[config.mk]
export PLATFORM = sky130hd
export DESIGN_NAME = orl_ptr_add
export DESIGN_NICKNAME = d
export VERILOG_FILES = /design/src/rtl/overwriting_record_log_ring_assert.svh /design/src/rtl/orl_ptr_add.sv
export SDC_FILE = /design/constraint.sdc
export NUM_CORES = 1
export LEC_CHECK = 0
export ABC_AREA = 1
export ABC_CLOCK_PERIOD_IN_PS = 8200
export BUFFER_PORTS_ARGS = -buffer_cell sky130_fd_sc_hd__buf_4
export CELL_PAD_IN_SITES_DETAIL_PLACEMENT = 1
export CELL_PAD_IN_SITES_GLOBAL_PLACEMENT = 1
export CORE_AREA = 2 2 68 70
export DETAILED_ROUTE_END_ITERATION = 12
export DIE_AREA = 0 0 70 72
export PLACE_DENSITY_LB_ADDON = 0.3
export SLEW_MARGIN = 15
export SYNTH_ARGS = -nofsm -noshare
export SYNTH_HDL_FRONTEND = slang
export SYNTH_SLANG_ARGS = --single-unit
export TNS_END_PERCENT = 1
[constraint.sdc]
create_clock -name vclk -period 8.2
set_clock_uncertainty 0.1 [all_clocks]
set_input_delay 1.23 -clock vclk [all_inputs]
set_output_delay 1.23 -clock vclk [all_outputs]
set_load 0.01 [all_outputs]
[src/rtl/overwriting_record_log_ring_assert.svh]
// Assertion macros for the log ring
`ifndef OVERWRITING_RECORD_LOG_RING_ASSERT_SVH
`define OVERWRITING_RECORD_LOG_RING_ASSERT_SVH

`define ORL_ASSERT_IMPL(lbl, clk, rst_n, a, c) \
  lbl: assert property (@(posedge clk) disable iff (!rst_n) (a) |-> (c)) \
    else $error("assertion failed");

`define ORL_ASSERT_NEXT(lbl, clk, rst_n, a, c) \
  lbl: assert property (@(posedge clk) disable iff (!rst_n) (a) |=> (c)) \
    else $error("assertion failed");

`endif

[src/rtl/orl_ptr_add.sv]
// Modular pointer add: (p + n) mod size for p < size, n < size
module orl_ptr_add #(
  parameter int unsigned PW = 10
) (
  input  logic [PW-1:0] p,
  input  logic [PW:0]   n,
  input  logic [PW:0]   size,
  output logic [PW-1:0] q
);
  logic [PW+1:0] s;
  logic [PW+1:0] d;
  always_comb begin
    s = {1'b0, p} + {1'b0, n};
    d = s - {1'b0, size};
    q = (s >= {1'b0, size}) ? d[PW-1:0] : s[PW-1:0];
  end
endmodule
==> key figures <==
Run status
  • Status: finished clean

STA
  • Slew Viols, Final: 0
  • # setup viols final: 0
  • Slew headroom: ~68%
  • Tcrit/Tclk final: between 60% and 70%
  • Fin. Hold Viols: 0
  • Final TNS setup: 0 ns
  • Max Freq: ~180 MHz
  • Unrepaired setup endpoints after global routing: false
  • Worst-margin pin slew: around 0.48 ns
  • Min Tclk post-route: 5.44 ns

Setup path
  • Critical path origin: p[0]
  • Crit Path Class: input port to primary output
  • CP max FO: 11
  • Worst path max stage delay: 0.40 ns
  • Worst EP required: 6.87 ns
  • CP Launch Type: input port
  • Worst path cell trace: buf_4, ha_1, inv_1, fa_1, inv_1, nand3_1, nand2_1, nand2_1, nand2_1, xor2_1, ha_1, nand2_1, inv_1, a21oi_1, nand3_1, nand2_1, nand2_1, nand2_2, nand2_2, nand2_1, nand2_1, buf_4
  • Slowest CP cell: fa_1
  • Most frequent CP cell: nand2_1
  • Worst Path Arrival: slightly above 4 ns
  • Nature of the critical path endpoint: primary output
  • Critical Path End: q[0]

Pwr
  • Lkg Pwr: slightly above 1 nW
  • PD cells: ~140 mW/mm^2
  • Worst ir drop on vdd: roughly 33 uV
  • Total power: around 0.22 mW

Layout
  • Filler cells: 600
  • Register area: 0 sq um
  • # diodes: 0
  • Most common cell after layout, fill and taps aside: nand2_1
  • CLK BUF: 0
  • Cell area after layout: 0.00162 sq mm
  • Layout Nets: approximately 320
  • Layout area overhead: 28.4%
  • Leading cell types in the layout, fill and taps excluded: nand2_1, buf_4, inv_1
  • Layout cells sized above 1: about a fifth
  • Area of the multi-input gates: 0.00109 sq mm
  • FFs & Latches: 0

Route
  • Vias per std cell: 4.67
  • Final wirelength: approximately 3600 microns
  • Drt drc: 0
  • Iteration-0 DRC Markers: 38
  • Iteration count of the initial detailed-routing pass: 4
  • DR vias: 1,481
  • Avg WL per Cell: approximately 11 microns
  • ANT nets after route: 0

Clocking
  • Cts repair resizes: 0
  • CTS hold repair buffers: 0
  • Post-CTS Setup Repair Bufs: 0

Logic synthesis
  • Cell variety after synth: 23
  • Syn_area_per_cell: 5.60 sq um
  • Post-Syn Nets: 280
  • Cells after synthesis: ~230
  • Sequential cell area fraction in the yosys report: 0%
  • Cell Area, Synth: about 0.0013 sq mm
  • Ys Warns: 0

Die
  • Core ar.: ~0.0043 sq mm
  • Die Width: ~70 microns
  • Row cnt: 24
  • Die Ht: 72 microns
  • IO Count: 42
  • Initial Utilization: slightly below 30%
  • Die footprint: approximately 0.0050 sq mm

Flow run
  • Number of max-cap violations: 0

GRT
  • Grt total ovfl: 0
  • Global-route wire length before repair: between 6000 and 7000 microns
  • Largest net degree at the start of global routing: 12
  • Antenna violations before repair: 0
  • Vias in the first global route: between 1,500 and 2,000
  • GRT Total Usage: 14.7%

Placement
  • Post-DP HPWL: ~3300 microns
  • Global placement routability congestion: 0.808
  • Placed cell areas: 0.00162 sq mm
  • Port bufs: 42

Min path
  • HP Class: input port to primary output
[how the worst min path moves through the flow]
stage	from	to	slack, ns	depth (start not counted)
global placement	n[0]	q[0]	2.86	5
floorplan	size[0]	q[0]	2.64	4
global route	n[0]	q[0]	2.90	5
CTS	n[0]	q[0]	2.85	5
finish	n[0]	q[0]	2.84	5
detailed placement	n[0]	q[0]	2.84	5
[per-layer routing]
metal / part of all wire [%] / wire (microns) / global-route usage, %
met4: 0 / 0 / 0
met3: 1.8 / 65 / 0
met5: 0 / 0 / 0
met2: 53 / 1880 / 30.5
met1: 46 / 1630 / 17.9
[logic make-up after synthesis]
| family | synth area share [%] |
|---|---|
| buf+inv | 13.7 |
| simple gates | 43.1 |
| fa+ha+maj | 24.0 |
| xor+xnor | 9.73 |
| compound gates | 9.43 |
[cell usage after synthesis]
| cell type | number | area, sq um |
|---|---|---|
| nand2_1 | 74 | 278 |
| inv_1 | 39 | 146 |
| ha_1 | 21 | 263 |
| nand3_1 | 21 | 105 |
| nor2_1 | 15 | 56.3 |
| a21oi_1 | 13 | 65.1 |
| xor2_1 | 12 | 105 |
| nand2_2 | 4 | 25.0 |
| nand3_2 | 3 | 30.0 |
| nand4_1 | 3 | 18.8 |
| o21ai_0 | 3 | 15.0 |
| a21o_1 | 2 | 15.0 |
| buf_6 | 2 | 22.5 |
| fa_1 | 2 | 40.0 |
| nor2_2 | 2 | 12.5 |
| xnor2_1 | 2 | 17.5 |
| a21boi_0 | 1 | 7.51 |
| a21oi_2 | 1 | 8.76 |
| and2_1 | 1 | 6.26 |
| inv_2 | 1 | 3.75 |
| nor3_1 | 1 | 5.00 |
| o21bai_1 | 1 | 7.51 |
| or2_0 | 1 | 6.26 |
[worst max-delay path, delay by kind of cell]
kind	cells	cell delay, ns
AOI/OAI and AO/OA	1	0.19
xor gates and xnor gates	1	0.19
adders and majority gates	3	0.87
buffers and inverters	5	0.42
and+or+nand+nor	12	1.20
[through the flow]
stage                     util (%)  hold slack (ns)  worst slack (ns)  instances
after floorplan                  -             2.64              3.41        225
after global placement        37.9             2.86              2.88        317
after detailed placement      37.9             2.84              2.74        317
after CTS                     37.9             2.85              2.72        317
after global routing          37.9             2.90              2.32        317
final                         37.9             2.84              2.76        317
[layout make-up]
class              instances  area share, %
well taps                 52           4.02
inverters                 40           9.28
repair buffers            42           19.5
multi-input cells        183           67.2
[report_power, final]
part           switching [mW]  leakage [nW]  internal, mW
Clock                       0             0             0
Combinational           0.128          1.01        0.0970
Sequential                  0             0             0
Total                   0.128          1.01        0.0970
Power figures use the tool's default switching activity.
